## config.mk

```make
export PLATFORM = sky130hd
export DESIGN_NAME = lpp_mac
export DESIGN_NICKNAME = d
export VERILOG_FILES = /design/src/rtl/lpp_pkg.sv /design/src/rtl/lpp_mac.sv
export SDC_FILE = /design/constraint.sdc
export NUM_CORES = 2
export LEC_CHECK = 0
export ABC_AREA = 0
export BUFFER_PORTS_ARGS = -buffer_cell sky130_fd_sc_hd__buf_2
export CAP_MARGIN = 15
export CORE_MARGIN = 2
export CORE_UTILIZATION = 50
export CTS_CLUSTER_SIZE = 8
export DETAILED_ROUTE_END_ITERATION = 8
export PLACE_DENSITY = 0.69
export SLEW_MARGIN = 20
export SYNTH_ARGS = -nofsm -noshare
export SYNTH_HDL_FRONTEND = slang
export SYNTH_SLANG_ARGS = --single-unit
```

## constraint.sdc

```tcl
create_clock -name clk -period 3.3 [get_ports clk]
set_input_delay 0.495 -clock clk [delete_from_list [all_inputs] [get_ports clk]]
set_output_delay 0.495 -clock clk [all_outputs]
set_load 0.02 [all_outputs]
```

## src/rtl/lpp_pkg.sv

```systemverilog
// lpp_pkg: shared constants, types and helpers of the lidar point projection core
// no dependencies; imported by every rtl file of the block except lpp_ram
`timescale 1ns / 1ps

package lpp_pkg;

	localparam int DATA_W        = 32;
	localparam int FRAC_BITS_DEF = 16;
	localparam int STORE_DEPTH   = 28;
	localparam int STORE_AW      = 5;
	localparam int PROJ_BASE     = 16;
	localparam int PIX_W         = 12;
	localparam int COLOR_W       = 8;
	localparam int ACC_W         = 2 * DATA_W + 2;
	localparam int QUO_W         = PIX_W + 1;
	localparam int CFG_AW        = 2;
	localparam int CFG_DW        = 12;

	localparam logic [PIX_W-1:0] WIDTH_RESET  = 12'd1392;
	localparam logic [PIX_W-1:0] HEIGHT_RESET = 12'd512;

	// configuration register indexes
	localparam logic [CFG_AW-1:0] REG_WIDTH  = 2'd0;
	localparam logic [CFG_AW-1:0] REG_HEIGHT = 2'd1;

	// item operations
	localparam logic OP_LOAD    = 1'b0;
	localparam logic OP_PROJECT = 1'b1;

	typedef struct packed {
		logic       valid;
		logic       first;
		logic       last;
		logic [1:0] row;
	} mac_ctl_t;

	// clamp a wide dot product to the signed 32-bit range
	function automatic logic signed [DATA_W-1:0] sat32(input logic signed [ACC_W-1:0] x);
		logic [ACC_W-DATA_W:0] upper;
		upper = x[ACC_W-1:DATA_W-1];
		if ((upper == '0) || (upper == '1)) begin
			return x[DATA_W-1:0];
		end else if (x[ACC_W-1]) begin
			return {1'b1, {(DATA_W-1){1'b0}}};
		end else begin
			return {1'b0, {(DATA_W-1){1'b1}}};
		end
	endfunction

endpackage

```

## src/rtl/lpp_mac.sv

```systemverilog
// lpp_mac: pipelined signed 32x32 multiply-accumulate, exact 66-bit sum, floored output
// depends on lpp_pkg (mac_ctl_t, widths)
`timescale 1ns / 1ps

module lpp_mac import lpp_pkg::*; #(
	parameter int FRAC_BITS = FRAC_BITS_DEF
) (
	input  logic                     clk,
	input  logic                     arst_n,
	input  mac_ctl_t                 ctl,
	input  logic signed [DATA_W-1:0] coef,
	input  logic signed [DATA_W-1:0] vec,
	output logic                     res_valid,
	output logic [1:0]               res_row,
	output logic signed [ACC_W-1:0]  res
);

	mac_ctl_t                   ctl_s1;
	logic signed [2*DATA_W-1:0] prod_s1;
	logic signed [ACC_W-1:0]    acc_q;
	logic                       done_q;
	logic [1:0]                 row_q;

	always_ff @(posedge clk or negedge arst_n) begin
		if (!arst_n) begin
			ctl_s1 <= '0;
			done_q <= 1'b0;
		end else begin
			ctl_s1 <= ctl;
			done_q <= ctl_s1.valid && ctl_s1.last;
		end
	end

	always_ff @(posedge clk) begin
		prod_s1 <= coef * vec;
		if (ctl_s1.valid) begin
			acc_q <= (ctl_s1.first ? '0 : acc_q)
				+ {{(ACC_W-2*DATA_W){prod_s1[2*DATA_W-1]}}, prod_s1};
			row_q <= ctl_s1.row;
		end
	end

	assign res_valid = done_q;
	assign res_row   = row_q;
	assign res       = acc_q >>> FRAC_BITS;

endmodule

```

; ---- Word level (Yosys, flattened, before mapping)
; Index checks and enable logic that the tools add are counted.
[totals]
ff_bits = 138
output_inout_bits = 69
elab_cells = 12
in_bits = 71
[op_classes]
add_sub_neg = 1
muxes = 1
multipliers = 1
reduce_logical = 1
[op_table]
columns = cell, n
row1 = 66-bit adder, 1
row2 = 66-bit 2-to-1 mux, 1
row3 = 32-bit by 32-bit multiplier with 64-bit output, 1
row4 = 1-bit logical AND, 1

; ---- Logic depth before layout (Yosys ltp)
[depth]
depth_word = 2
ltp_mapped = 29
mapped_depth_nobuf = 27

; ---- Least setup slack after synthesis
; Ideal clock, no wire load.
[synth_timing]
kind = in2reg
start = in coef[31]
end = reg prod_s1[61]
n_path_buf = 2
cell_stages = 26
setup_ns = 0.074
t_required_ns = 3.226
slack_ns = -4.646
arrival_ns = 7.872
cell_sequence = clkbuf_1 > nand2_1 > inv_1 > fa_1 > fa_1 > inv_1 > fa_1 > inv_1 > fa_1 > inv_1 > fa_1 > inv_1 > fa_1 > fa_1 > inv_1 > fa_1 > inv_1 > ha_1 > clkbuf_1 > nand4_1 > or2_2 > a2111oi_0 > o21ai_1 > a21oi_1 > o21ai_0 > a31oi_1
[synth_via]
elab_chain_cells = 1
[synth_rtl]
columns = element, line_no
row1 = from (decl), lpp_mac.sv:11  ; input logic signed [DATA_W-1:0] coef,
row2 = 32-bit by 32-bit multiplier with 64-bit output, lpp_mac.sv:35  ; prod_s1 <= coef * vec;
row3 = to (signal assigned), lpp_mac.sv:35
row4 = to (decl), lpp_mac.sv:19  ; logic signed [2*DATA_W-1:0] prod_s1;
; No other way between the ends.
; A chain may end at the register's enable or synchronous reset.

; ---- Worst setup path after layout
[layout_timing]
start = in vec[4]
end = reg prod_s1[55]
[layout_via]
elab_chain_cells = 1
[layout_rtl]
columns = element, line_no
row1 = from (decl), lpp_mac.sv:12  ; input logic signed [DATA_W-1:0] vec,
row2 = 32-bit by 32-bit multiplier with 64-bit output, lpp_mac.sv:35
; No other way between the ends.

==> impl_metrics.toml <==
[global_route]
grt_max_degree = 70
antenna_found_initial = 0
grt_pass1_vias = 38973
grt_use_total = 0.278
grt-ovfl-total = 0
grt_pass1_wl_mm = 199

[timing]
relSlewSlack = 0.352
finalHoldViolations = 0
setup_viol_count_final = 82
fin_ws_ns = -3.84
rsz0062_at_grt = "true"
drv_slew = 0
max_freq_mhz = 140
worst_pin_slew_ns = 0.972
finalCritPeriodShare = 2.16
fin_skew_ns = 0.00938
min_period_ns = 7.14

[route]
dr.pass1.iters = 6
drt_iter0_drc = 1986
avgViaCountPerCell = 5.22
routed_wirelength_mm = 124
antenna_left = 0
num_vias = 34472
post_drt_wl_per_cell_um = 18.8
drcViolationCount = 0

[die]
core_area_um2 = 88400
die_w_um = 303
die_h_um = 303
io_pins = 140
start_util = 0.505
rows = 109
dieArea_um2 = 91600

[placed_design]
dp_hpwl_mm = 103
place.gp.congestion = 0.921
portBuffers = 139
placed_area_um2 = 51700

[clock_network]
clk_latency_ns = 0.44
cts-buffers-inserted = 17
ctsHtreeMaxLevel = 4
clk_path_buf_depth = 2
clk_pin_slew_ns = 0.06
tritoncts = "done"
clock-sinks = 138
cts_root_buf = "clkbuf_16"

[final_layout]
nets = 6823
area_growth_pct = 27.0
antenna_cells = 0
drive_gt1_frac = 0.279
stdcell_area_um2 = 56700
final_util = 0.641
n_fill_cell = 6905

[synth]
ys_types = 80
avgSynthCellArea_um2 = 9.36
yosysTopAreaCell = "fa_1"
yosys_warnings = 0
synth_edf_count = 68
yosysSeqAreaShare = 0.0779
ys_ff_latch = 138
synth.cell_area_um2 = 44600
synthArstFlopShare = 0.0435
synthesis.nets = 6168
synth_top_area_frac = 0.486
synthCells = 4765
ys_top_cells_by_area = "fa_1 49%, inv_1 8.8%, and2_1 7.3%"
yosysMostFrequentCell = "fa_1"
synth_ff_type = "edfxtp_1"
synth_commonest_cells = "1,083 x fa_1, 1,043 x inv_1, 577 x nand2_1, 521 x and2_1, 249 x ha_1"

[setup_path]
crit_required_ns = 3.62
crit_start = "vec[4]"
regToRegStartpoint = "ctl_s1[3]"
critPathCapture = "prod_s1[55]"
critPathKind = "in2reg"
crit_fanout = 5
rr_endpoint = "acc_q[62]"
endpoint_kind = "flip-flop"
cp.arrival_ns = 7.46
rrSetupSlack_ns = -0.32
reg2reg_depth = 15
crit_path_start_kind = "primary input"

[run_status]
failed_checks = "negative setup slack"
status = "finished, violations left"

[hold_path]
min_path_type = "in2reg"

[run]
maxCapViolCount = 0
-- cell families (layout without fill, tap and decap cells) --
logic type | count (synthesis) | after routing | share of synthesized area
simple gates | 1379 | 1379 | 0.156
buf+inv | 1341 | 2009 | 0.118
fa+ha+maj | 1332 | 1332 | 0.556
compound gates | 447 | 447 | 0.0667
flops | 138 | 138 | 0.0779
xor+xnor | 127 | 127 | 0.0249
mux | 1 | 1 | 0.000224
-- metal layers --
layer,wire length [µm],part of all wire,GRT usage,up-vias
li1,-,-,-,15400
met1,45600,0.37,0.315,17714
met2,66000,0.53,0.518,953
met3,4710,0.038,0.0286,405
met4,7780,0.063,0.139,0
met5,0,0,0,-
-- sequential cells by signal (all words and copies together) (netlist names) --
signal and cells:
acc_q 66, prod_s1 64, ctl_s1 5, res_row 2, res_valid 1
-- critical path, cell delays in order --
cell and delay (ns):
buf_12 0.12, buf_8 0.13, buf_12 0.12, buf_16 0.13, nand2_1 0.10, fa_2 0.47, fa_2 0.54, fa_1 0.50
fa_1 0.58, inv_1 0.06, fa_1 0.48, ha_1 0.31, fa_1 0.49, inv_1 0.07, fa_1 0.49, inv_1 0.07
ha_4 0.28, o2111a_1 0.19, o211ai_2 0.14, nand3_2 0.17, a31oi_4 0.13, o31ai_4 0.30, a41o_2 0.28, a221oi_4 0.07
and4b_1 0.20, or4_1 0.50
-- through the flow --
stage | worst slack [ns] | setup TNS (ns) | hold slack, ns | cells
2_1_floorplan | -4.15 | -166.00 | 0.199 | 4765
3_3_place_gp | -4.58 | -218.24 | 0.317 | 6445
3_5_place_dp | -4.66 | -220.90 | 0.321 | 6445
4_1_cts | -3.67 | -172.36 | 0.134 | 6534
5_1_grt | -4.00 | -190.90 | 0.132 | 6598
6_report | -3.84 | -179.41 | 0.157 | 6598
-- repair_timing --
item                                    CTS  global route
endpoints found under the hold margin     6             0
endpoints found under the setup margin   88            93
buffers inserted                         57            65
cloned                                    5             7
pin swaps                               204           186
resized for setup                       450           345
hold buffers                              1             0
-- worst min path at each step --
stage,startpoint,end,slack (ns),depth (start not counted)
after floorplan,arst_n,ctl_s1[0],0.20,0
after global placement,arst_n,ctl_s1[0],0.32,1
after detailed placement,arst_n,ctl_s1[0],0.32,1
after CTS,ctl[2],ctl_s1[2],0.13,1
after global routing,ctl[2],ctl_s1[2],0.13,1
final,ctl[2],ctl_s1[2],0.16,1
-- layout by cell type, fill, tap and decap left out, drive strengths merged, types with 8 or more instances in the layout --
cell type and count:
a211oi 16, a21oi 141, nand2 578, nor2 81, ha 249, fa 1083
inv 1044, nor2b 73, dfxtp 64, o21a 21, nand2b 23, o21bai 28
and3 11, and2 521, buf 925, o21ai 65, o211ai 8, a21boi 9
nor3 21, xor2 41, nand4 22, clkbuf 26, a21o 85, a31oi 18
edfxtp 68, xnor2 86, nand3 23
-- layout make-up --
| cell class | instances | area [µm²] | share of cell area |
|---|---|---|---|
| sequential | 138 | 3480 | 0.0613 |
| timing repair buffer | 934 | 8490 | 0.150 |
| inverter | 1043 | 3920 | 0.0692 |
| multi-input combinational | 3286 | 38700 | 0.684 |
| tap | 1165 | 1460 | 0.0257 |
| clock inverter | 12 | 114 | 0.00201 |
| clock buffer | 20 | 468 | 0.00826 |
Power is left out: the tool's default activity adds up to more than one toggle a clock period on the data nets, which glitch-free logic cannot reach.
