[config.mk]
export PLATFORM = sky130hd
export DESIGN_NAME = lpp_ram
export DESIGN_NICKNAME = d
export VERILOG_FILES = /design/src/rtl/lpp_ram.sv
export SDC_FILE = /design/constraint.sdc
export NUM_CORES = 1
export LEC_CHECK = 0
export ABC_AREA = 0
export BUFFER_PORTS_ARGS = -buffer_cell sky130_fd_sc_hd__buf_2
export CORE_MARGIN = 3
export CORE_UTILIZATION = 30
export CTS_CLUSTER_DIAMETER = 200
export CTS_CLUSTER_SIZE = 16
export DETAILED_ROUTE_END_ITERATION = 8
export GPL_ROUTABILITY_DRIVEN = 0
export SKIP_CTS_REPAIR_TIMING = 1
export SLEW_MARGIN = 20
export SYNTH_ARGS = -nofsm -noshare
export SYNTH_HDL_FRONTEND = slang
export SYNTH_SLANG_ARGS = --single-unit
[constraint.sdc]
create_clock -name clk -period 3.1 [get_ports clk]
set_input_delay 0.31 -clock clk [delete_from_list [all_inputs] [get_ports clk]]
set_output_delay 0.31 -clock clk [all_outputs]
set_load 0.02 [all_outputs]
[src/rtl/lpp_ram.sv]
// lpp_ram: generic simple dual-port ram, one write port, one registered read port
// no dependencies
`timescale 1ns / 1ps

module lpp_ram #(
	parameter int WIDTH = 32,
	parameter int DEPTH = 28,
	parameter int AW    = $clog2(DEPTH)
) (
	input  logic             clk,
	input  logic             we,
	input  logic [AW-1:0]    waddr,
	input  logic [WIDTH-1:0] wdata,
	input  logic             re,
	input  logic [AW-1:0]    raddr,
	output logic [WIDTH-1:0] rdata
);

	logic [WIDTH-1:0] mem [DEPTH];

	always_ff @(posedge clk) begin
		if (we) begin
			mem[waddr] <= wdata;
		end
		if (re) begin
			rdata <= mem[raddr];
		end
	end

endmodule

# After elaboration in Yosys (flattened, before gate mapping)
# Memories as Yosys holds them, arrays and structs flattened. A register that Yosys moved wholly into a read port is not among the register bits.
# Index checks and enable logic that the tools add are counted.
# word_totals
output_inout_bits	32
mem_bits_rw	896
regBits	0
wordCells	3
input_bits	45
memories	1
# classes
mux	2
# memory_table
memory	words	word_bits	rd	rd_clocked_by_memory_dff	wr	line	rtl
mem	28	32	1	1	1	19	logic [WIDTH-1:0] mem [DEPTH];
# ops
cell	count
1-bit 2-to-1 mux	2

# Logic depth before layout (Yosys ltp)
# Gate-level depths: netlist (run 1).
# depth
depth_word	2
ltp_mapped	8
depth_no_buf	4

# Worst setup path after synthesis (run 1)
# Ideal clock, no wire load.
# synth_path
kind	in2reg
startpoint	input waddr[1]
endpoint	memory mem[16][0], enable pin
setup_ns	0.421
path_slack_ns	0.371
cell_stages	3
required_time_ns	2.679
n_path_buf	1
arrival_ns	2.308
path_cell_list	or3b_2 > clkbuf_1 > nor2_1
# synth_lines
item	line	rtl
start: declaration	12	input logic [AW-1:0] waddr,
end: declaration	19	
# Straight into the memory's write port.

==> results of run 1 <==
==> critical path, stage by stage <==
cell	delay (ns)
buf_4	0.47
buf_4	0.40
mux4_2	0.38
o21ai_0	0.47
a31oi_1	0.15
==> worst paths after layout <==
kind / to / slack, ns / depth (start not counted)
max: rdata[16]$_DFFE_PP_ / 1.22 / 5
min reg2reg: rdata[31]$_DFFE_PP_ / 0.70 / 4
max reg2reg: rdata[16]$_DFFE_PP_ / 1.32 / 3
min: mem[6][19]$_DFFE_PP_ / 0.15 / 1
==> per-stage QoR <==
stage / utilization, % / power [uW] / cells / area, sq um
floorplan: - / 15050 / 1775 / 35440
global placement: 32.71 / 15590 / 3349 / 38170
detailed placement: 32.71 / 15620 / 3349 / 38170
CTS: 34.24 / 23480 / 3423 / 39950
global route: 34.24 / 24030 / 3423 / 39950
finish: 34.25 / 23250 / 3425 / 39960
==> layout make-up <==
| cell class | instances | area share [%] |
|---|---|---|
| clock inverter | 5 | 0.1472 |
| tap | 1524 | 4.772 |
| multi-input combinational | 750 | 17.97 |
| timing repair buffer | 147 | 3.037 |
| antenna | 2 | 0.01253 |
| clock buffer | 69 | 4.321 |
| sequential | 928 | 69.74 |
==> sequential cells by signal, indices dropped and copies added, names as in the netlist <==
register  cells
rdata        32
mem         896
==> placed cells by master, fill, tap and decap left out, types with 3 or more instances in the layout <==
master	count
mux4_2	97
a22oi_1	57
o21ai_0	8
inv_6	3
nand3b_1	6
o22a_1	13
buf_12	23
nand3_1	58
a21oi_1	57
buf_2	74
clkbuf_16	69
o21ai_1	5
or3b_2	4
mux2i_1	254
nand4_1	19
nor2_4	29
o221ai_1	13
buf_4	49
a31oi_1	13
a221oi_1	13
edfxtp_1	928
nand2_1	91
==> cell usage after synthesis (all sizes together) (4+ instances only) <==
cell and n:
or3b 4, a22oi 57, a31oi 13, buf 67
o22a 13, clkbuf 30, mux2i 254, nand3 58
edfxtp 928, a221oi 13, o21ai 13, nand3b 6
o221ai 13, nand4 19, mux4 97, a21oi 57
nor2 31, nand2 91
==> metal layers <==
| layer | part of all wire (%) | track usage, % |
|---|---|---|
| met1 | 44 | 18.63 |
| met5 | 0.025 | 0 |
| met4 | 2.2 | 3.531 |
| met3 | 5.0 | 1.960 |
| met2 | 49 | 22.60 |
==> logic make-up (layout without fill, tap and decap cells) <==
kind of cell	count (synthesis)	count (layout)	synth area share (%)
muxes	351	351	13.34
DFF	928	928	78.63
other	0	2	0
and+or+nand+nor	220	220	2.874
AOI/OAI and AO/OA	179	179	3.389
buffers and inverters	97	221	1.772
==> power breakdown <==
| part | switching, uW | total [uW] | internal [uW] |
|---|---|---|---|
| Combinational | 828 | 1270 | 440 |
| Clock | 3950 | 7930 | 3970 |
| Sequential | 58.7 | 14100 | 14000 |
| Total | 4840 | 23200 | 18400 |
==> metrics, run 1 <==
Critical Path Fanout Max=33; initial antenna violation count=7; final net count=1939; share of cells above drive strength 1=18.75%; Starting Density=a little under a third; vias in the first global route=between 15000 and 20000; gr usage total=roughly 14%; Final ANT Viol Nets=0; clock sinks=928; RSZ-0062 raised after global routing=false; clk root buf=clkbuf_16; Ports=77; Setup crit start kind=primary input; multi-input logic area=between 0.007 and 0.008 sq mm; WP data required=about 3.4 ns; initial DRC count=1526; syn nets=1820; PortBufs=76; final setup fails=0; VDD IR-drop max=0.3341 mV; post-route setup slack=1.218 ns; Reg clk slew, reported paths=~0.08 ns; post-synth cell types=30; final worst-path cycle share=60.72%; die width=349.7 um; Setup WS pre-CTS=0.5873 ns; CTS tree=built; Final Hold Viols=0; fin crit period=around 1.9 ns; Post-DP HPWL=46520 um; height of the die=349.7 um; Synth top area share=78.63%; Post-synth EDFFs=928; Slew Limit Headroom=50.24%; Slew Limit Fails=0; final worst clock skew=0.02458 ns; Max Clk Rate=0.5313 GHz; synthesized instance count=1775; cts bufs inserted=67; GRT overflow=0; number of max-cap violations=0; Synth Register Bits=between 900 and 1000; setup tns final=0 ns; post-DR wirelength/cell=about 24 um; ys flop type=edfxtp_1; Post-route DRC=0; Layout area overhead=12.74%; post-synthesis sequential area ratio=78.63%; Worst-Skew Late Latency=slightly above 0.6 ns; largest net degree at the start of global routing=58; FF+latch area=0.02787 sq mm; DRT Pass-1 Iters=5; Final Hold Slack=0.1479 ns; Leak Pwr=roughly 0.013 uW; synth top area cells=edfxtp_1 (79%), mux2i_1 (7.2%), mux4_2 (6.2%), a22oi_1 (1.2%), nand2_1 (0.96%); actual slew at the worst max-slew pin=0.7465 ns; crit end category=register; Core Region=0.1167 sq mm; htree depth=3; row count=125; CP startpoint=raddr[2]; CTS max path bufs=3; CP arrival=2.22 ns; min-delay src=wdata[19]; die area=0.1223 sq mm; Yosys top cell by area=edfxtp_1; Setup CP Type=in2reg; synthesized area=0.03544 sq mm; PD cells=581.8 mW/mm^2; DRT Wirelength=roughly 84000 um; outcome=finished clean; RR Startpoint=mem[13][16]$_DFFE_PP_; vias post-DR=17320; Async S/R FF share, synth=0%; yosys warns=0; first-pass GRT wire length=122000 um; class of the worst hold path=in2reg; syn_area_per_cell=19.97 sq um; # fillers=10810; detail-routed via count per cell=5.056
(Power assumes the default switching activity.)
==> run 2: changes to the inputs <==
--- a/config.mk
+++ b/config.mk
@@ -5,7 +5,7 @@
 export SDC_FILE = /design/constraint.sdc
 export NUM_CORES = 1
 export LEC_CHECK = 0
-export ABC_AREA = 0
+export ABC_AREA = 1
 export BUFFER_PORTS_ARGS = -buffer_cell sky130_fd_sc_hd__buf_2
 export CORE_MARGIN = 3
 export CORE_UTILIZATION = 30
==> constraint.sdc (replaced) <==
create_clock -name clk -period 1.78 [get_ports clk]
set_input_delay 0.178 -clock clk [delete_from_list [all_inputs] [get_ports clk]]
set_output_delay 0.178 -clock clk [all_outputs]
set_load 0.02 [all_outputs]
==> metrics, run 2 <==
# fillers=12220 (+13%); Final Hold Slack=0.02261 ns (-0.1253 ns); final worst-path cycle share=approximately 89%; gr usage total=15.70% (+2.2 points); ys flop type=edfxtp_1; Reg clk slew, reported paths=0.07 ns (about the same); post-synthesis sequential area ratio=72.92% (-5.7 points); Post-DP HPWL=60460 um (+30%); die width=362.9 um (+3.8%); row count=130 (+4.0%); multi-input logic area=0.008494 sq mm (+18%); CTS max path bufs=3 (unchanged); synth top area cells=edfxtp_1 (73%), nand2_1 (10%), nand3_1 (6.5%), inv_1 (2.7%), nor2_1 (2.5%); kind of cell adding the most delay to the critical path=flip-flops; FF-to-FF setup slack=0.43 ns (-0.89 ns); R2R cell count=8 (+5); VDD IR-drop max=0.6883 mV (+110%); most common cell after layout, fill and taps aside=nand2_1; fin crit period=around 1.6 ns; CP arrival=1.41 ns (-0.81 ns); PD cells=950.6 mW/mm^2 (+63%); initial DRC count=2484 (+63%); clock sinks=928 (unchanged); Async S/R FF share, synth=0% (unchanged); cts bufs inserted=67 (unchanged); Setup CP Type=reg2out; number of max-cap violations=0 (unchanged); synthesized instance count=3371 (+90%); share of cells above drive strength 1=10.60% (-8.1 points); Regs by FF count=mem: 896 flops, rdata: 32 flops; Post-synth EDFFs=928 (unchanged); clk root buf=clkbuf_16; htree depth=3 (unchanged); syn_area_per_cell=11.34 sq um (-43%); min-delay src=wdata[14]; RR Startpoint=mem[12][23]$_DFFE_PP_; die area=0.1317 sq mm (+7.7%); CTS tree=built; detail-routed via count per cell=4.836 (-4.3%); Final ANT Viol Nets=0 (unchanged); placed cell areas=0.04225 sq mm (+11%); largest stage delay on the critical path=0.56 ns (+0.09 ns); Max Clk Rate=roughly 0.63 GHz; Core Region=0.1261 sq mm (+8.0%); DRT Pass-1 Iters=5 (unchanged); initial antenna violation count=15 (+8); height of the die=362.9 um (+3.8%); WP data required=1.60 ns (-1.84 ns); max reg flops=896 (unchanged); Worst Path Buf+Inv=1 (-1); GRT overflow=0 (unchanged); PortBufs=76 (unchanged); Yosys top cell by area=edfxtp_1; actual slew at the worst max-slew pin=0.5862 ns (-0.1603 ns); vias in the first global route=23650 (+34%); largest net degree at the start of global routing=93 (+60%); syn nets=3416 (+88%); final non-filler cell total=5154 (+50%); busiest metal layer after global routing=met2; first-pass GRT wire length=155700 um (+28%); synth cell count leaders=nand2_1 (1047), edfxtp_1 (928), nand3_1 (500); hold depth=1 (unchanged); commonest cells after routing, fill and taps aside=nand2_1 (1047), edfxtp_1 (928), nand3_1 (500); met1 usage=21.43% (+2.8 points); post-layout util=34.97% (+0.72 points); post-synth cell types=19 (-37%); Largest Register=mem; Post-route DRC=0 (unchanged); GRT met2 Usage=25.14% (+2.5 points); Reg-to-Reg End=rdata[23]$_DFFE_PP_; synthesized area=0.03821 sq mm (+7.8%); vias post-DR=24930 (+44%); Setup crit start kind=register; post-DR wirelength/cell=20.34 um (-17%); critical-path cell list=buf_2; GR Util met3=2.789% (+0.83 points); Critical Path Fanout Max=1 (-97%); final setup fails=0 (unchanged); Synth Register Bits=928 (unchanged); placed insts=5078 (+52%); Slew Limit Headroom=60.92% (+11 points); Layout area overhead=15.35%; Worst-Skew Late Latency=0.62 ns (about the same); Slew Limit Fails=0 (unchanged); FF+latch area=0.02787 sq mm (unchanged); Leak Pwr=0.01666 uW (+30%); hold endpoint=mem[4][14]$_DFFE_PP_; final worst clock skew=0.01532 ns (-0.009265 ns); Non-Filler Cell Area, Final=0.04408 sq mm (+10%); Starting Density=30.31% (-0.062 points); Synth top area share=72.92% (-5.7 points); outcome=finished clean; final net count=3542 (+83%); RSZ-0062 raised after global routing=false; yosys warns=0 (unchanged); Ports=77 (unchanged); DRT Wirelength=104800 um (+25%); most frequent cell after synthesis=nand2_1; class of the worst hold path=in2reg; slowest cell on the critical path=edfxtp_1; crit end category=output pin; Final Hold Viols=0 (unchanged)
-- run 2: through the flow --
step	power [uW]	setup TNS, ns	setup WS [ns]
finish	41900	0	0.1900
global route	43350	0	0.1243
CTS	42210	0	0.1096
detailed placement	28090	0	0.01677
global placement	28060	0	0.04171
floorplan	26610	-385.59	-0.4651
-- run 2: worst max-delay path by stage --
stage / depth (start not counted) / end / startpoint / slack [ns]
final: 1 / rdata[4] / rdata[4]$_DFFE_PP_ / 0.19
after global routing: 1 / rdata[4] / rdata[4]$_DFFE_PP_ / 0.12
after CTS: 1 / rdata[4] / rdata[4]$_DFFE_PP_ / 0.11
after detailed placement: 10 / rdata[19]$_DFFE_PP_ / raddr[0] / 0.02
after global placement: 10 / rdata[19]$_DFFE_PP_ / raddr[0] / 0.04
after floorplan: 3 / mem[17][0]$_DFFE_PP_ / waddr[1] / -0.47
-- run 2: worst reg2reg max path, cell delays in order (launching register included) --
cell,delay (ns)
edfxtp_1,0.37
nor2_1,0.13
nor2_1,0.06
o21ai_0,0.07
nand3_1,0.10
nand2_1,0.09
nand2_1,0.06
nand2_1,0.06
nand2_1,0.12
-- run 2: layout make-up --
type / instances / share of cell area, %
diodes: 3 / 0.01703
clock buffers: 73 / 4.144
inverters: 285 / 2.478
multi-input cells: 1969 / 19.27
flip-flops and latches: 928 / 63.22
well taps: 1650 / 4.683
repair buffers: 246 / 6.191
-- run 2: power breakdown --
part	internal, uW	switching [uW]	leakage [uW]
Clock	7230	7080	0.000900
Combinational	963	2150	0.00737
Sequential	24400	119	0.00839
-- run 2: layer usage --
layer,share of wire (%),wire length (um)
met5,0.077,81
met1,43,45440
met2,46,48570
met3,6.5,6819
met4,3.7,3927
-- run 2: logic make-up (layout without fill, tap and decap cells) --
| logic type | after synthesis | after routing | share of synthesized area (%) |
|---|---|---|---|
| and+or+nand+nor | 1816 | 1816 | 19.55 |
| DFF | 928 | 928 | 72.92 |
| buffers and inverters | 474 | 604 | 5.399 |
| AOI/OAI and AO/OA | 153 | 153 | 2.128 |
| other | 0 | 3 | 0 |
