[src/rtl/lpp_pkg.sv]
// lpp_pkg: shared constants, types and helpers of the lidar point projection core
// no dependencies; imported by every rtl file of the block except lpp_ram
`timescale 1ns / 1ps

package lpp_pkg;

	localparam int DATA_W        = 32;
	localparam int FRAC_BITS_DEF = 16;
	localparam int STORE_DEPTH   = 28;
	localparam int STORE_AW      = 5;
	localparam int PROJ_BASE     = 16;
	localparam int PIX_W         = 12;
	localparam int COLOR_W       = 8;
	localparam int ACC_W         = 2 * DATA_W + 2;
	localparam int QUO_W         = PIX_W + 1;
	localparam int CFG_AW        = 2;
	localparam int CFG_DW        = 12;

	localparam logic [PIX_W-1:0] WIDTH_RESET  = 12'd1392;
	localparam logic [PIX_W-1:0] HEIGHT_RESET = 12'd512;

	// configuration register indexes
	localparam logic [CFG_AW-1:0] REG_WIDTH  = 2'd0;
	localparam logic [CFG_AW-1:0] REG_HEIGHT = 2'd1;

	// item operations
	localparam logic OP_LOAD    = 1'b0;
	localparam logic OP_PROJECT = 1'b1;

	typedef struct packed {
		logic       valid;
		logic       first;
		logic       last;
		logic [1:0] row;
	} mac_ctl_t;

	// clamp a wide dot product to the signed 32-bit range
	function automatic logic signed [DATA_W-1:0] sat32(input logic signed [ACC_W-1:0] x);
		logic [ACC_W-DATA_W:0] upper;
		upper = x[ACC_W-1:DATA_W-1];
		if ((upper == '0) || (upper == '1)) begin
			return x[DATA_W-1:0];
		end else if (x[ACC_W-1]) begin
			return {1'b1, {(DATA_W-1){1'b0}}};
		end else begin
			return {1'b0, {(DATA_W-1){1'b1}}};
		end
	endfunction

endpackage

[src/rtl/lpp_div.sv]
// lpp_div: restoring divider, two numerators over one shared denominator, one bit per cycle
// depends on lpp_pkg for operand and quotient widths
`timescale 1ns / 1ps

module lpp_div import lpp_pkg::*; (
	input  logic               clk,
	input  logic               arst_n,
	input  logic               start,
	input  logic [ACC_W-2:0]   num_u,
	input  logic [ACC_W-2:0]   num_v,
	input  logic [ACC_W-2:0]   den,
	output logic               done,
	output logic [QUO_W-1:0]   q_u,
	output logic [QUO_W-1:0]   q_v
);

	localparam int NUM_W = ACC_W - 1;
	localparam int SH_W  = NUM_W + QUO_W;
	localparam int CNT_W = $clog2(QUO_W);

	logic [SH_W-1:0]  den_q;
	logic [SH_W-1:0]  rem_u_q;
	logic [SH_W-1:0]  rem_v_q;
	logic [QUO_W-1:0] q_u_q;
	logic [QUO_W-1:0] q_v_q;
	logic [CNT_W-1:0] cnt_q;
	logic             busy_q;
	logic             done_q;
	logic             ge_u;
	logic             ge_v;

	assign ge_u = rem_u_q >= den_q;
	assign ge_v = rem_v_q >= den_q;

	always_ff @(posedge clk or negedge arst_n) begin
		if (!arst_n) begin
			busy_q <= 1'b0;
			done_q <= 1'b0;
			cnt_q  <= '0;
		end else begin
			done_q <= 1'b0;
			if (start) begin
				busy_q <= 1'b1;
				cnt_q  <= CNT_W'(QUO_W - 1);
			end else if (busy_q) begin
				if (cnt_q == '0) begin
					busy_q <= 1'b0;
					done_q <= 1'b1;
				end else begin
					cnt_q <= cnt_q - 1'b1;
				end
			end
		end
	end

	always_ff @(posedge clk) begin
		if (start) begin
			den_q   <= SH_W'(den) << (QUO_W - 1);
			rem_u_q <= SH_W'(num_u);
			rem_v_q <= SH_W'(num_v);
			q_u_q   <= '0;
			q_v_q   <= '0;
		end else if (busy_q) begin
			// compare against the shifted divisor, one quotient bit per cycle
			if (ge_u) begin
				rem_u_q <= rem_u_q - den_q;
			end
			if (ge_v) begin
				rem_v_q <= rem_v_q - den_q;
			end
			q_u_q <= {q_u_q[QUO_W-2:0], ge_u};
			q_v_q <= {q_v_q[QUO_W-2:0], ge_v};
			den_q <= den_q >> 1;
		end
	end

	assign done = done_q;
	assign q_u  = q_u_q;
	assign q_v  = q_v_q;

endmodule

[config.mk]
export PLATFORM = sky130hd
export DESIGN_NAME = lpp_div
export DESIGN_NICKNAME = d
export VERILOG_FILES = /design/src/rtl/lpp_pkg.sv /design/src/rtl/lpp_div.sv
export SDC_FILE = /design/constraint.sdc
export NUM_CORES = 1
export LEC_CHECK = 0
export ABC_AREA = 1
export BUFFER_PORTS_ARGS = -buffer_cell sky130_fd_sc_hd__buf_4
export CAP_MARGIN = 20
export CORE_ASPECT_RATIO = 0.6
export CORE_UTILIZATION = 50
export DETAILED_ROUTE_END_ITERATION = 10
export HOLD_SLACK_MARGIN = 0.12
export MAX_ROUTING_LAYER = met4
export PLACE_DENSITY = 0.69
export SLEW_MARGIN = 10
export SYNTH_ARGS = -nofsm -noshare
export SYNTH_HDL_FRONTEND = slang
export SYNTH_SLANG_ARGS = --single-unit
[constraint.sdc]
create_clock -name clk -period 5.43 [get_ports clk]
set_input_delay 0.543 -clock clk [delete_from_list [all_inputs] [get_ports clk]]
set_output_delay 0.543 -clock clk [all_outputs]
set_load 0.1 [all_outputs]
Yosys cells after proc, flatten, opt, wreduce, memory -nomap -nowiden

Index checks and enable logic that the tools add are counted.

Flip-flop bits (word level): 265
Input port bits: 198
Logic and storage cells: 43
Output and inout port bits: 27

Reduce and logical (&&, ||, !) cells: 9
Muxes and demuxes: 17
Add/sub/neg operators: 3
$lt $le $gt $ge: 2
Equal/unequal tests: 1

Operators with widths:

| cell                                             | number |
|---|---|
| 2-to-1 mux 65 bit                                | 6 |
| >= comparator 78 x 77 -> 1 bit                   | 2 |
| subtractor 78 x 77 -> 78 bit                     | 2 |
| 2-to-1 mux 77 bit                                | 2 |
| 2-to-1 mux 4 bit                                 | 3 |
| AND reduction 2 bit                              | 5 |
| 2-to-1 mux 1 bit                                 | 6 |
| nonzero test 2 bit                               | 3 |
| logical NOT 4 bit                                | 1 |
| subtractor 4 x 1 -> 4 bit, second input constant | 1 |
| != test 2 bit, second input constant             | 1 |

Depth between registers and ports, before layout

Depth in word-level cells: 4
Depth in mapped cells: 20
Depth with buffers taken out: 20

Least setup slack after synthesis

OpenSTA, ideal clock, no wires.

Path kind: flip-flop to flip-flop
From: register rem_u_q[0]
To: register rem_u_q[0] (enable)
Setup slack: 1.697 ns
Arrival time: 3.038 ns
Clock period less this slack: 3.733 ns
Path buffers: 1
Cell stages (with the launch flop): 18
Cells stage by stage: edfxtp_1 inv_1 ha_1 inv_1 fa_1 nand2_1 nand2_1 nand3b_1 nand2_1 nand2_1 nand2_1 nand2_1 nand3_2 nand3_2 nand2_4 nand2_4 buf_6 nand2_1

Word-level cells in the longest chain between the ends: 3

Ends and longest elaborated chain:

| item                           | RTL line      | source |
|---|---|---|
| start: declaration             | lpp_div.sv:22 | `logic [SH_W-1:0] rem_u_q;` |
| start signal: assignment       | lpp_div.sv:59 | `rem_u_q <= SH_W'(num_u);` |
| start signal: assignment       | lpp_div.sv:66 | `rem_u_q <= rem_u_q - den_q;` |
| >= comparator 78 x 77 -> 1 bit | lpp_div.sv:32 | `assign ge_u = rem_u_q >= den_q;` |
| nonzero test 2 bit (no line)   | --            |  |
| AND reduction 2 bit (no line)  | --            |  |

No other way between the ends.
A chain may end at the register's enable or synchronous reset.

Final worst setup path

From: register den_q[64]
To: register rem_v_q[3] (enable)

Word-level cells in the longest chain between the ends: 3

Ends and longest elaborated chain:

| item                           | RTL line      | source |
|---|---|---|
| start: declaration             | lpp_div.sv:21 | `logic [SH_W-1:0] den_q;` |
| start signal: assignment       | lpp_div.sv:58 | `den_q <= SH_W'(den) << (QUO_W - 1);` |
| start signal: assignment       | lpp_div.sv:73 | `den_q <= den_q >> 1;` |
| >= comparator 78 x 77 -> 1 bit | lpp_div.sv:33 | `assign ge_v = rem_v_q >= den_q;` |
| nonzero test 2 bit (no line)   | --            |  |
| AND reduction 2 bit (no line)  | --            |  |
| end signal: assignment         | lpp_div.sv:60 | `rem_v_q <= SH_W'(num_v);` |
| end signal: assignment         | lpp_div.sv:69 | `rem_v_q <= rem_v_q - den_q;` |
| end: declaration               | lpp_div.sv:23 | `logic [SH_W-1:0] rem_v_q;` |

No other way between the ends.

==> results.sh <==
export IMPL_gp_congestion=1.08
export IMPL_clk_latency_ns=0.59
export IMPL_clkSlewWorstSetupHoldPaths_ns=0.07
export IMPL_synth_flop_cell="edfxtp_1"
export IMPL_endpoint_kind="register"
export IMPL_final_common_cell="nand2_1"
export IMPL_syn_nets=4182
export IMPL_multi_input_area_mm2=0.0140
export IMPL_power_frac_clock_pct=12.1
export IMPL_placed_cell_area_mm2=0.0263
export IMPL_cts_sinks=265
export IMPL_setup_viol=0
export IMPL_crit_arrival_ns=3.94
export IMPL_yosysTopAreaCell="edfxtp_1"
export IMPL_powerDensity_mw_per_mm2=627
export IMPL_grt_pass1_wl_um=142000
export IMPL_synth_cells=3827
export IMPL_ys_top_cells_by_area="edfxtp_1, nand2_1, inv_1"
export IMPL_r2r_slack_ns=1.72
export IMPL_die_w_um=285
export IMPL_gr_usage_met3_pct=11.9
export IMPL_vias=25861
export IMPL_finalWorstSetupSlack_ns=1.72
export IMPL_seqCellArea_mm2=0.00729
export IMPL_cts_max_path_buffers=3
export IMPL_whs_ns=0.223
export IMPL_required_ns=5.66
export IMPL_n_fill_cell=4761
export IMPL_slew_headroom_pct=38.4
export IMPL_drt_iter0_drc=3436
export IMPL_totalNegativeSetupSlack_ns=0
export IMPL_rr_worst_depth=13
export IMPL_synth_enable_flop_cells=195
export IMPL_area_delta_synth_final_pct=13.8
export IMPL_seq_area_frac_synth_pct=30.4
export IMPL_switching_power_mw=9.33
export IMPL_htreeDepth=1
export IMPL_antenna_found_initial=3
export IMPL_p_sw_share_pct=54.6
export IMPL_dieArea_mm2=0.0488
export IMPL_gr_usage_all_layers_pct=40.5
export IMPL_top_usage_layer="met1"
export IMPL_start_util_pct=51.2
export IMPL_crit_reg2reg_launch="den_q[64]$_DFFE_PP_"
export IMPL_ys_types=51
export IMPL_rsz0062_at_grt="false"
export IMPL_dp_hpwl_um=80800
export IMPL_tightest_slew_ns=0.915
export IMPL_post_cts_resized=0
export IMPL_grt_max_degree=132
export IMPL_dp_slack_ns=1.92
export IMPL_ioPinCount=225
export IMPL_cp_max_fo=65
export IMPL_min_delay_start="num_u[1]"
export IMPL_drc=0
export IMPL_pwr_share_comb_pct=67.9
export IMPL_period_share_pct=68.3
export IMPL_viasPerCell=5.52
export IMPL_port_buffers=224
export IMPL_finClkSkew_ns=0.0145
export IMPL_ys_warn_count=0
export IMPL_fin_crit_ns=3.71
export IMPL_status="completed"
export IMPL_finish_instance_area_mm2=0.0272
export IMPL_core_area_mm2=0.0468
export IMPL_async_reset_ff_share_pct=2.26
export IMPL_maxCapViolations=0
export IMPL_finalMaxSlewViolations=0
export IMPL_grtUsageMet1_pct=61.3
export IMPL_start_kind="register"
export IMPL_min_delay_worst_endpoint="rem_u_q[1]$_DFFE_PP_"
export IMPL_hold_depth=3
export IMPL_r2r_end="rem_v_q[3]$_DFFE_PP_"
export IMPL_hp_class="in2reg"
export IMPL_cts_root_buf="clkbuf_16"
export IMPL_sequentialPowerShare_pct=20.0
export IMPL_drive_above_1_share_pct=9.54
export IMPL_die_h_um=172
export IMPL_hold_viol=0
export IMPL_ys_ff_latch=265
export IMPL_grt_util_met2_pct=52.4
export IMPL_wl_um=98200
export IMPL_first_pass_iters=6
export IMPL_syn_area_per_cell_um2=6.26
export IMPL_cts_made_buffers=28
export IMPL_first_global_vias=22580
export IMPL_antenna_left=0
export IMPL_wl_per_cell_um=20.9
export IMPL_synth_top_area_share_pct=24.5
export IMPL_nets=4388
export IMPL_critPathKind="reg2reg"
export IMPL_most_common_layout_cells="nand2_1, inv_1, nor2_1"
export IMPL_ir_drop_mv=0.393
export IMPL_post_cts_buffers=0
export IMPL_clock_fmax_ghz=0.270
export IMPL_internal_power_mw=7.76
export IMPL_p_leak_nw=13.7
export IMPL_cts_tree="yes"
export IMPL_rows=61
export IMPL_overflow=0
export IMPL_syn_area_mm2=0.0239
[worst max-delay path, stage by stage (launching register included)]
cell	delay (ns)
edfxtp_1	0.36
inv_1	0.32
ha_1	0.31
nand2_1	0.13
inv_1	0.07
nand2_1	0.12
nor2_1	0.31
nand4_1	0.13
nor3_1	0.40
nor2_1	0.12
nand2_2	0.26
nand2_4	0.24
nand2_2	0.15
buf_12	0.37
[power by group through the flow]
| stage | clock network, mW | registers (mW) | logic, mW |
|---|---|---|---|
| global placement | 0 | 3.42 | 11.0 |
| detailed placement | 0 | 3.43 | 11.1 |
| floorplan | 0 | 3.43 | 7.64 |
| CTS | 2.06 | 3.40 | 11.1 |
| global route | 2.13 | 3.46 | 12.7 |
| finish | 2.07 | 3.42 | 11.6 |
[flip-flops by register name (all words and copies together), names as in the netlist]
name,count
rem_u_q,78
rem_v_q,78
den_q,77
q_u,13
q_v,13
cnt_q,4
busy_q,1
done,1
[synth_stat cells (13+ instances only)]
master	instances
nor2_1	422
xnor2_1	27
o22ai_1	35
clkbuf_1	51
nor2_2	13
nand3_1	190
nand2_1	1355
dfxtp_1	64
xor2_1	14
or2_2	44
o21ai_0	188
ha_1	155
nor3_1	27
nand3b_1	16
a21oi_1	206
inv_1	637
o21bai_1	32
edfxtp_1	195
nand2_2	15
a31oi_1	16
a21boi_0	18
nand4_1	26
[kinds of logic (layout without fill, tap and decap cells)]
family | Yosys count | after routing | share of synthesized area (%)
simple gates | 2141 | 2141 | 36.6
fa+ha+maj | 157 | 157 | 8.27
flops | 265 | 265 | 30.4
other cells | 0 | 3 | 0
compound gates | 523 | 523 | 12.1
buf+inv | 700 | 928 | 11.1
xor+xnor | 41 | 41 | 1.50
[area by class of cell]
type / count / share of cell area, %
Antenna cell: 3 / 0.0276
Clock buffer: 36 / 2.87
Clock inverter: 16 / 0.579
Inverter: 641 / 8.84
Multi-Input combinational cell: 2862 / 51.4
Sequential cell: 265 / 26.8
Tap cell: 630 / 2.89
Timing Repair Buffer: 235 / 6.59
[routing by layer]
layer	vias up	routed length (µm)
li1	12560	-
met1	11829	46800
met2	1390	36700
met3	82	13100
met4	0	1570
met5	-	0
[how the worst max path moves through the flow]
stage | start | to | slack, ns | depth (start not counted)
after floorplan | rem_u_q[0]$_DFFE_PP_ | rem_u_q[0]$_DFFE_PP_ | 1.70 | 17
after global placement | den_q[62]$_DFFE_PP_ | rem_v_q[3]$_DFFE_PP_ | 1.85 | 13
after detailed placement | den_q[76]$_DFFE_PP_ | rem_v_q[1]$_DFFE_PP_ | 1.92 | 14
after CTS | den_q[76]$_DFFE_PP_ | rem_v_q[1]$_DFFE_PP_ | 1.89 | 14
after global routing | den_q[64]$_DFFE_PP_ | rem_v_q[3]$_DFFE_PP_ | 1.63 | 13
final | den_q[64]$_DFFE_PP_ | rem_v_q[3]$_DFFE_PP_ | 1.72 | 13
[timing repair]
action                                 CTS  global route
hold buffers                             1             0
setup endpoints to repair                0             0
endpoints found under the hold margin    6             0
[metrics by stage]
step / util [%] / power, mW / std cells
2_1_floorplan: - / 11.1 / 3827
3_3_place_gp: 56.2 / 14.5 / 4632
3_5_place_dp: 56.2 / 14.5 / 4632
4_1_cts: 58.2 / 16.6 / 4685
5_1_grt: 58.2 / 18.3 / 4688
6_report: 58.2 / 17.1 / 4688
Note: power is estimated with default switching activity, not from simulation.
